==> src/hw/rtl/crcdf_pkg.sv <==
package crcdf_pkg;

    localparam int unsigned HEADER_BYTES = 12;
    localparam int unsigned HDR_CNT_W    = 4;
    localparam int unsigned LEN_W        = 24;
    localparam int unsigned WORD_W       = 32;

    localparam logic [31:0]    CRC_POLY  = 32'hEDB8_8320;
    localparam logic [31:0]    CRC_INIT  = 32'hFFFF_FFFF;
    localparam logic [LEN_W-1:0] LEN_MAX = 24'hFF_FFFF;

    // One result of the deframer, as it sits in the output register.
    typedef struct packed {
        logic [7:0]        out_byte;
        logic              data_valid;
        logic [WORD_W-1:0] message_type;
        logic              end_of_frame;
        logic              check_ok;
        logic              frame_error;
    } res_t;

    // Reflected CRC-32 update over one byte, bit by bit, least significant first.
    function automatic logic [31:0] crc_byte(input logic [31:0] crc_in,
                                             input logic [7:0]  data);
        logic [31:0] c;
        c = crc_in ^ {24'd0, data};
        for (int i = 0; i < 8; i++) begin
            c = c[0] ? ((c >> 1) ^ CRC_POLY) : (c >> 1);
        end
        return c;
    endfunction

endpackage

==> src/hw/rtl/crcdf_input_stage.sv <==
module crcdf_input_stage (
    input  logic       aclk,
    input  logic       aresetn,
    input  logic       s_valid,
    output logic       s_ready,
    input  logic [7:0] s_in_byte,
    input  logic       take,
    output logic       item_valid,
    output logic [7:0] item_byte
);
    import crcdf_pkg::*;

    logic       valid_reg, valid_next;
    logic [7:0] byte_reg, byte_next;

    // The register may refill in the same cycle as the core takes its byte.
    assign s_ready = !valid_reg || take;

    always_comb begin
        valid_next = valid_reg;
        byte_next  = byte_reg;
        if (take) begin
            valid_next = 1'b0;
        end
        if (s_valid && s_ready) begin
            valid_next = 1'b1;
            byte_next  = s_in_byte;
        end
    end

    always_ff @(posedge aclk) begin
        if (!aresetn) begin
            valid_reg <= 1'b0;
        end else begin
            valid_reg <= valid_next;
        end
        byte_reg <= byte_next;
    end

    assign item_valid = valid_reg;
    assign item_byte  = byte_reg;

endmodule

==> src/hw/rtl/crcdf_frame_core.sv <==
module crcdf_frame_core (
    input  logic                       aclk,
    input  logic                       aresetn,
    input  logic                       item_valid,
    input  logic [7:0]                 item_byte,
    input  logic [crcdf_pkg::LEN_W-1:0] max_len,
    input  logic                       out_ready,
    output logic                       take,
    output logic                       res_valid,
    output crcdf_pkg::res_t            res
);
    import crcdf_pkg::*;

    typedef enum logic [1:0] {
        PH_HEADER,
        PH_PAYLOAD,
        PH_ERROR
    } phase_t;

    localparam logic [1:0] WORD_LEN   = 2'd0;
    localparam logic [1:0] WORD_CHECK = 2'd1;
    localparam logic [HDR_CNT_W-1:0] HDR_LAST = HDR_CNT_W'(HEADER_BYTES - 1);

    phase_t               phase_reg, phase_next;
    logic [HDR_CNT_W-1:0] hdr_cnt_reg, hdr_cnt_next;
    logic [WORD_W-1:0]    len_reg, len_next;
    logic [WORD_W-1:0]    check_reg, check_next;
    logic [WORD_W-1:0]    type_reg, type_next;
    logic [LEN_W-1:0]     left_reg, left_next;
    logic [31:0]          crc_reg, crc_next;
    logic                 res_valid_reg, res_valid_next;
    res_t                 res_reg, res_next;

    logic [31:0]          crc_new;
    logic [LEN_W-1:0]     left_dec;
    logic                 ok;

    // An item moves on only when the result register has room for it.
    assign take = item_valid && (!res_valid_reg || out_ready);

    always_comb begin
        phase_next     = phase_reg;
        hdr_cnt_next   = hdr_cnt_reg;
        len_next       = len_reg;
        check_next     = check_reg;
        type_next      = type_reg;
        left_next      = left_reg;
        crc_next       = crc_reg;
        res_valid_next = res_valid_reg && !out_ready;
        res_next       = res_reg;
        crc_new        = crc_byte(crc_reg, item_byte);
        left_dec       = left_reg - LEN_W'(1);
        ok             = 1'b0;

        if (take) begin
            unique case (phase_reg)
                PH_HEADER: begin
                    case (hdr_cnt_reg[3:2])
                        WORD_LEN:   len_next   = {len_reg[WORD_W-9:0], item_byte};
                        WORD_CHECK: check_next = {check_reg[WORD_W-9:0], item_byte};
                        default:    type_next  = {type_reg[WORD_W-9:0], item_byte};
                    endcase
                    if (hdr_cnt_reg == HDR_LAST) begin
                        hdr_cnt_next = '0;
                        crc_next     = CRC_INIT;
                        res_next.out_byte     = 8'd0;
                        res_next.data_valid   = 1'b0;
                        res_next.message_type = type_next;
                        res_next.end_of_frame = 1'b1;
                        if (len_next > {8'd0, max_len}) begin
                            phase_next           = PH_ERROR;
                            res_valid_next       = 1'b1;
                            res_next.check_ok    = 1'b0;
                            res_next.frame_error = 1'b1;
                        end else if (len_next == '0) begin
                            ok                   = (check_next == '0);
                            phase_next           = ok ? PH_HEADER : PH_ERROR;
                            res_valid_next       = 1'b1;
                            res_next.check_ok    = ok;
                            res_next.frame_error = 1'b0;
                        end else begin
                            left_next  = len_next[LEN_W-1:0];
                            phase_next = PH_PAYLOAD;
                        end
                    end else begin
                        hdr_cnt_next = hdr_cnt_reg + HDR_CNT_W'(1);
                    end
                end
                PH_PAYLOAD: begin
                    crc_next              = crc_new;
                    left_next             = left_dec;
                    res_valid_next        = 1'b1;
                    res_next.out_byte     = item_byte;
                    res_next.data_valid   = 1'b1;
                    res_next.message_type = type_reg;
                    res_next.frame_error  = 1'b0;
                    if (left_dec != '0) begin
                        res_next.end_of_frame = 1'b0;
                        res_next.check_ok     = 1'b0;
                    end else begin
                        ok                    = ((~crc_new) == check_reg);
                        phase_next            = ok ? PH_HEADER : PH_ERROR;
                        res_next.end_of_frame = 1'b1;
                        res_next.check_ok     = ok;
                    end
                end
                default: begin
                    // Sticky error: bytes are dropped until reset.
                end
            endcase
        end
    end

    always_ff @(posedge aclk) begin
        if (!aresetn) begin
            phase_reg     <= PH_HEADER;
            hdr_cnt_reg   <= '0;
            len_reg       <= '0;
            check_reg     <= '0;
            type_reg      <= '0;
            left_reg      <= '0;
            crc_reg       <= CRC_INIT;
            res_valid_reg <= 1'b0;
        end else begin
            phase_reg     <= phase_next;
            hdr_cnt_reg   <= hdr_cnt_next;
            len_reg       <= len_next;
            check_reg     <= check_next;
            type_reg      <= type_next;
            left_reg      <= left_next;
            crc_reg       <= crc_next;
            res_valid_reg <= res_valid_next;
        end
        res_reg <= res_next;
    end

    assign res_valid = res_valid_reg;
    assign res       = res_reg;

endmodule

==> src/hw/rtl/crc32_checked_frame_deframer.sv <==
// Channel   Direction  Handshake           Payload
// s_        in         s_valid / s_ready   s_in_byte
// m_        out        m_valid / m_ready   m_out_byte, m_data_valid, m_message_type,
//                                          m_end_of_frame, m_check_ok, m_frame_error
// cfg_      in         cfg_we              cfg_wdata (max_payload_length)
//
// One byte is taken every cycle while the result register is free or m_ready is high; a
// byte moves from the input register through the CRC and header logic into the result
// register, from which its result shows on m_.
// Reset is synchronous and active low; it clears the frame state, the sticky error and
// the limit register (all ones).
// A stalled result holds the result register, and the input register then fills and
// drops s_ready until m_ready returns.
module crc32_checked_frame_deframer (
    input  logic                        aclk,
    input  logic                        aresetn,
    input  logic                        cfg_we,
    input  logic [crcdf_pkg::LEN_W-1:0]  cfg_wdata,
    input  logic                        s_valid,
    output logic                        s_ready,
    input  logic [7:0]                  s_in_byte,
    output logic                        m_valid,
    input  logic                        m_ready,
    output logic [7:0]                  m_out_byte,
    output logic                        m_data_valid,
    output logic [crcdf_pkg::WORD_W-1:0] m_message_type,
    output logic                        m_end_of_frame,
    output logic                        m_check_ok,
    output logic                        m_frame_error
);
    import crcdf_pkg::*;

    logic [LEN_W-1:0] max_len_reg;
    logic             take;
    logic             item_valid;
    logic [7:0]       item_byte;
    res_t             res;

    always_ff @(posedge aclk) begin
        if (!aresetn) begin
            max_len_reg <= LEN_MAX;
        end else if (cfg_we) begin
            max_len_reg <= cfg_wdata;
        end
    end

    crcdf_input_stage u_input (
        .aclk       (aclk),
        .aresetn    (aresetn),
        .s_valid    (s_valid),
        .s_ready    (s_ready),
        .s_in_byte  (s_in_byte),
        .take       (take),
        .item_valid (item_valid),
        .item_byte  (item_byte)
    );

    crcdf_frame_core u_core (
        .aclk       (aclk),
        .aresetn    (aresetn),
        .item_valid (item_valid),
        .item_byte  (item_byte),
        .max_len    (max_len_reg),
        .out_ready  (m_ready),
        .take       (take),
        .res_valid  (m_valid),
        .res        (res)
    );

    assign m_out_byte     = res.out_byte;
    assign m_data_valid   = res.data_valid;
    assign m_message_type = res.message_type;
    assign m_end_of_frame = res.end_of_frame;
    assign m_check_ok     = res.check_ok;
    assign m_frame_error  = res.frame_error;

endmodule

==> config.mk <==
export PLATFORM = sky130hd
export DESIGN_NAME = crc32_checked_frame_deframer
export DESIGN_NICKNAME = d
export VERILOG_FILES = /design/src/hw/rtl/crcdf_pkg.sv /design/src/hw/rtl/crcdf_input_stage.sv /design/src/hw/rtl/crcdf_frame_core.sv /design/src/hw/rtl/crc32_checked_frame_deframer.sv
export SDC_FILE = /design/constraint.sdc
export NUM_CORES = 1
export LEC_CHECK = 0
export BUFFER_PORTS_ARGS = -buffer_cell sky130_fd_sc_hd__buf_4
export CORE_MARGIN = 4
export CORE_UTILIZATION = 51
export DETAILED_ROUTE_END_ITERATION = 8
export PLACE_DENSITY = 0.78
export RECOVER_POWER = 50
export SETUP_SLACK_MARGIN = 0.1
export SYNTH_ARGS = -nofsm -noshare
export SYNTH_HDL_FRONTEND = slang
export SYNTH_SLANG_ARGS = --single-unit
==> constraint.sdc <==
create_clock -name aclk -period 8.1 [get_ports aclk]
set_input_delay 0.81 -clock aclk [delete_from_list [all_inputs] [get_ports aclk]]
set_output_delay 0.81 -clock aclk [all_outputs]
set_load 0.02 [all_outputs]
==> results_dict.tcl, run 1 <==
set metrics [dict create \
    outcome "complete, but fails checks" \
    violations "capacitance limit, slew limit" \
    path_delay_family "buffers and inverters" \
    insertion_delay_ns 0.53 \
    diodes 0 \
    post_cts_resized 0 \
    slowest_stage "clkbuf_1" \
    drtAntennaViolNets 0 \
    yosys.area_share.adder 0.0278 \
    p_per_area_nw_per_um2 193 \
    routabilityCongestion 0.907 \
    first_pass_iters 5 \
    synth_nets 1379 \
    wl_mm 29.8 \
    finalSetupViolCount 0 \
    yosysWarningCount 0 \
    end_kind "register" \
    placed_area_um2 12900 \
    async_reset_ff_frac 0 \
    hp-class "reg2reg" \
    avgSynthCellArea_um2 9.22 \
    crit_fanout 87 \
    synth.area.top_cells "dfxtp_1 30%, edfxtp_1 13%, nand2_1 7.2%, xnor2_1 5.2%, a21boi_0 4.6%" \
    gr-max-usage-layer "met2" \
    fmax_ghz 0.213 \
    ys_seq_area_frac 0.432 \
    nFillCells 2031 \
    grt_max_degree 88 \
    worst_slew_pin_slew_ns 2.97 \
    htree_levels 1 \
    yosysTopAreaCellShare 0.304 \
    cts_buffers 26 \
    root_buffer "clkbuf_16" \
    slew_viol_final 145 \
    synthDistinctLibCells 72 \
    hold_slack_ns 0.465 \
    grt_pass1_wl_mm 47.9 \
    skew_ns 0.0231 \
    period_minus_slack_ns 4.70 \
    dieArea_um2 26300 \
    r2r_start "u_core.hdr_cnt_reg[3]" \
    grt_use_met2 0.354 \
    synth_seq_cells 236 \
    grt.overflow.total 0 \
    rsz0062_at_grt "no" \
    fin_area_um2 13500 \
    synth_xor_area_frac 0.0968 \
    synth_flop_cell "dfxtp_1" \
    drive_gt1_frac 0.114 \
    die_w_um 162 \
    path_cells "clkbuf_1 > buf_4 > and2_1 > o211ai_1" \
    use_met3 0.0299 \
    clock-sinks 236 \
    row_count 56 \
    clock_path_buffers 3 \
    synth-edff-count 52 \
    ios 83 \
    cpPeakStageDelay_ns 2.06 \
    preCtsSetupSlack_ns 3.78 \
    synth_top_area_cell "dfxtp_1" \
    worst_slack_ns 3.40 \
    num_vias 9763 \
    p_total_mw 2.62 \
    path_clk_slew_ns 0.06 \
    portBuffers 82 \
    finalNetCount 1418 \
    initial_core_util 0.518 \
    synth_common_cells "234 x nand2_1, 184 x dfxtp_1, 77 x nor2_1" \
    netlist_area_um2 12100 \
    setup-tns-final_ns 0 \
    avgRoutedWirePerCell_um 17.6 \
    path_buf_inv 2 \
    cp-start-kind "input port" \
    drc 0 \
    die_y_um 162 \
    use_met1 0.310 \
    critPathLaunch "aresetn" \
    vdd_drop_max_mv 0.143 \
    core_um2 23400 \
    hpwl_mm 20.2 \
    viasPerCell 5.77 \
    cts_tree "done" \
    netlist_instances 1315 \
    hold_viol 0 \
    grt_pass1_vias 9175 \
    drt_iter0_markers 873 \
    synth.most_common_cell "nand2_1" \
    largest_reg_flops 44 \
    hold_buffers 0 \
    cts_setup_buffers 0 \
    hp-start "u_core.type_reg[27]" \
    grt_antenna_before_repair 1 \
    grtUsageTotal 0.221 \
    synth_top_family_by_area "simple AND/OR/NAND/NOR gates" \
    relSlewSlack -0.979 \
    required_ns 8.43 \
    path_class "in2reg" \
    synth_compound_area_frac 0.165 \
    arrival_ns 5.03 \
    p_leak_nw 5.27 \
    syn2layout_area_growth_pct 11.6 \
    synth-simple-area-share 0.181 \
    maxCapViolations 3 \
    synthMuxAreaShare 0.0564 \
    fin_crit_sh 0.580 \
]
==> through the flow <==
stage | util | instances
floorplan | - | 1315
global placement | 0.552 | 1645
detailed placement | 0.552 | 1645
CTS | 0.587 | 1693
global route | 0.579 | 1693
finish | 0.579 | 1693
==> path summary, 6_finish.rpt <==
path	endpoint	cells after the start	slack, ns
max	u_core.crc_reg[27]	4	3.40
min	u_core.type_reg[27]	2	0.47
max reg2reg	u_core.left_reg[12]	11	3.72
min reg2reg	u_core.type_reg[27]	2	0.47
==> worst reg2reg max path: cells and delay by family, from the launching register on <==
kind / cells / cell delay [ns]
adder cells (fa/ha/maj): 1 / 0.29
flip-flops: 1 / 0.40
AND/OR/NAND/NOR: 3 / 1.34
AO/OA/AOI/OAI: 6 / 1.80
multiplexers: 1 / 0.44
==> layer usage <==
layer  wire [µm]  part of all wire
met1       13300              0.45
met2       13600              0.46
met3        1870             0.063
met4        1020             0.034
met5           0                 0
==> cells in the final DEF (no fill, tap or decap), drive strengths merged, types with 9 or more instances in the layout <==
cell type	instances
xor2	18
nor3	29
a21oi	25
nand4	14
mux2i	20
xnor2	79
a21boi	74
o211a	13
nor2b	9
edfxtp	52
nor4	22
buf	37
o21ai	53
mux2	43
nand2	234
clkinv	12
o211ai	62
dfxtp	184
clkbuf	90
nor3b	14
nand3	14
ha	27
and2	19
nor2	77
a31oi	13
inv	42
==> cell type report <==
type / count / area (µm²) / area share
Multi-Input combinational cell: 953 / 6400 / 0.473
Sequential cell: 236 / 5250 / 0.387
Clock buffer: 33 / 697 / 0.0515
Timing Repair Buffer: 94 / 522 / 0.0385
Tap cell: 319 / 399 / 0.0295
Inverter: 43 / 161 / 0.0119
Clock inverter: 15 / 116 / 0.00859
==> power breakdown <==
part           total, mW  switching [mW]  internal, mW
registers           1.24          0.0208          1.22
logic              0.266           0.148         0.118
clock network       1.11           0.468         0.642
total               2.62           0.637          1.98
==> cells by family (layout without fill, tap and decap cells) <==
| logic type | after synthesis | in the layout |
|---|---|---|
| AND/OR/NAND/NOR | 474 | 474 |
| AO/OA/AOI/OAI | 284 | 284 |
| flip-flops | 236 | 236 |
| buffers and inverters | 126 | 185 |
| XOR/XNOR | 105 | 105 |
| multiplexers | 63 | 63 |
| adder cells (fa/ha/maj) | 27 | 27 |
No activity file was read; power rests on OpenSTA's default activity.
==> inputs of run 2 (changes only) <==
Settings changed: ABC_AREA set to 1.
Clock period 8.1 ns to 4.77 ns, I/O delays scaled along.
==> run 2 against run 1 <==
Effect of this change: largest cell class unchanged; critical path depth is 12 higher; highest routed layer unchanged; routed wire length is 26% higher; flip-flop and latch count stayed put; the run still ends with capacitance limit, slew limit left.
==> results_dict.tcl, run 2 <==
set metrics [dict create \
    synth_seq_cells 236 \
    drc 0 \
    outcome "complete, but fails checks" \
    post_cts_resized 0 \
    yosysTopAreaCellShare 0.275 \
    die_y_um 170 \
    hp-class "in2reg" \
    grt_use_met2 0.412 \
    end_kind "register" \
    preCtsSetupSlack_ns 1.15 \
    row_count 59 \
    cts_tree "done" \
    grt_pass1_vias 11800 \
    largest_reg_flops 44 \
    clock_path_buffers 3 \
    final_cell_mix "671 x nand2_1, 233 x inv_1, 207 x o21ai_0" \
    netlist_instances 2004 \
    viasPerCell 5.53 \
    die_w_um 170 \
    finalNetCount 2096 \
    worst_slack_ns 0.941 \
    violations "capacitance limit, slew limit" \
    drtAntennaViolNets 0 \
    synthDistinctLibCells 42 \
    grt_antenna_before_repair 0 \
    placed_cells 2339 \
    path_class "reg2reg" \
    async_reset_ff_frac 0 \
    core_um2 26000 \
    path_clk_slew_ns 0.06 \
    required_ns 5.02 \
    use_met1 0.351 \
    final_util 0.572 \
    use_met3 0.0434 \
    grt_pass1_wl_mm 60.4 \
    grt.overflow.total 0 \
    synth_common_cells "671 x nand2_1, 234 x inv_1, 207 x o21ai_0" \
    grtUsageTotal 0.253 \
    vdd_drop_max_mv 0.254 \
    skew_ns 0.0218 \
    worst_slew_pin_slew_ns 3.31 \
    clock-sinks 236 \
    avgSynthCellArea_um2 6.69 \
    maxCapViolations 2 \
    placed_area_um2 14100 \
    synth-edff-count 52 \
    arrival_ns 4.07 \
    num_vias 13200 \
    relSlewSlack -1.21 \
    fmax_ghz 0.261 \
    root_buffer "clkbuf_16" \
    period_minus_slack_ns 3.83 \
    gr-max-usage-layer "met2" \
    finalSetupViolCount 0 \
    ys_seq_area_frac 0.391 \
    drive_gt1_frac 0.0707 \
    layout.cells.non_filler 2387 \
    fin_area_um2 14900 \
    yosysWarningCount 0 \
    cts_setup_buffers 0 \
    rrSetupSlack_ns 0.94 \
    cts_buffers 26 \
    cp-start-kind "register" \
    hold_buffers 0 \
    synth_top_area_cell "dfxtp_1" \
    crit_fanout 37 \
    synth.area.top_cells "dfxtp_1 27%, nand2_1 19%, edfxtp_1 12%, o21ai_0 7.7%, inv_1 6.6%" \
    grt_max_degree 83 \
    dieArea_um2 28900 \
    first_pass_iters 6 \
    syn2layout_area_growth_pct 10.9 \
    p_per_area_nw_per_um2 334 \
    slew_viol_final 120 \
    final_common_cell "nand2_1" \
    routabilityCongestion 1.00 \
    insertion_delay_ns 0.54 \
    htree_levels 1 \
    initial_core_util 0.516 \
    netlist_area_um2 13400 \
    p_total_mw 4.96 \
    hold_slack_ns 0.148 \
    hpwl_mm 26.6 \
    rsz0062_at_grt "no" \
    hold_viol 0 \
    synth_flop_cell "dfxtp_1" \
    p_leak_nw 6.85 \
    setup-tns-final_ns 0 \
    fin_crit_sh 0.803 \
    portBuffers 82 \
    avgRoutedWirePerCell_um 15.8 \
    synth_nets 2068 \
    wl_mm 37.6 \
    ios 83 \
    drt_iter0_markers 1229 \
    synth.most_common_cell "nand2_1" \
    diodes 0 \
]
[run 2: final timing paths]
kind                          endpoint             startpoint  depth (start not counted)
hold / removal    u_input.item_byte[2]           s_in_byte[2]                          1
setup / recovery    u_core.left_reg[2]  u_core.hdr_cnt_reg[2]                         16
hold reg to reg     u_core.len_reg[25]     u_core.len_reg[25]                          2
setup reg to reg    u_core.left_reg[2]  u_core.hdr_cnt_reg[2]                         16
[run 2: worst max-delay path, cell delays in order, from the launching register on]
cell     delay (ns)
dfxtp_1        0.37
nor2_4         0.68
o21ai_0        0.30
ha_1           0.36
a21oi_1        0.14
o21ai_0        0.10
a21o_1         0.17
a21oi_1        0.11
o21ai_0        0.08
nor2_1         0.11
nand2_1        0.08
nand2_2        0.14
nand2_2        0.09
nand2_4        0.25
nand2_4        0.30
nand2_1        0.14
a21oi_1        0.08
[run 2: layout make-up]
type,count,area [µm²]
Sequential cell,236,5250
Inverter,237,891
Clock inverter,15,233
Multi-Input combinational cell,1435,6810
Timing Repair Buffer,96,558
Fill cell,2471,11100
Tap cell,335,419
Clock buffer,33,698
[run 2: per-layer routing]
metal	up-vias	routed length, µm
met2	572	17000
met4	0	903
met5	-	0
li1	6538	-
met3	69	3630
met1	6031	16100
[run 2: logic make-up after synthesis]
| group | after synthesis | synth area share |
|---|---|---|
| xor+xnor | 25 | 0.0163 |
| simple gates | 952 | 0.291 |
| fa+ha+maj | 27 | 0.0252 |
| compound gates | 431 | 0.174 |
| buf+inv | 333 | 0.102 |
| flops | 236 | 0.391 |
[run 2: report_power, final]
group	leakage (nW)	switching, mW	total [mW]	internal (mW)
Sequential	1.96	0.0448	2.15	2.10
Combinational	4.44	0.434	0.621	0.187
Clock	0.450	0.834	2.19	1.36
Total	6.85	1.31	4.96	3.65
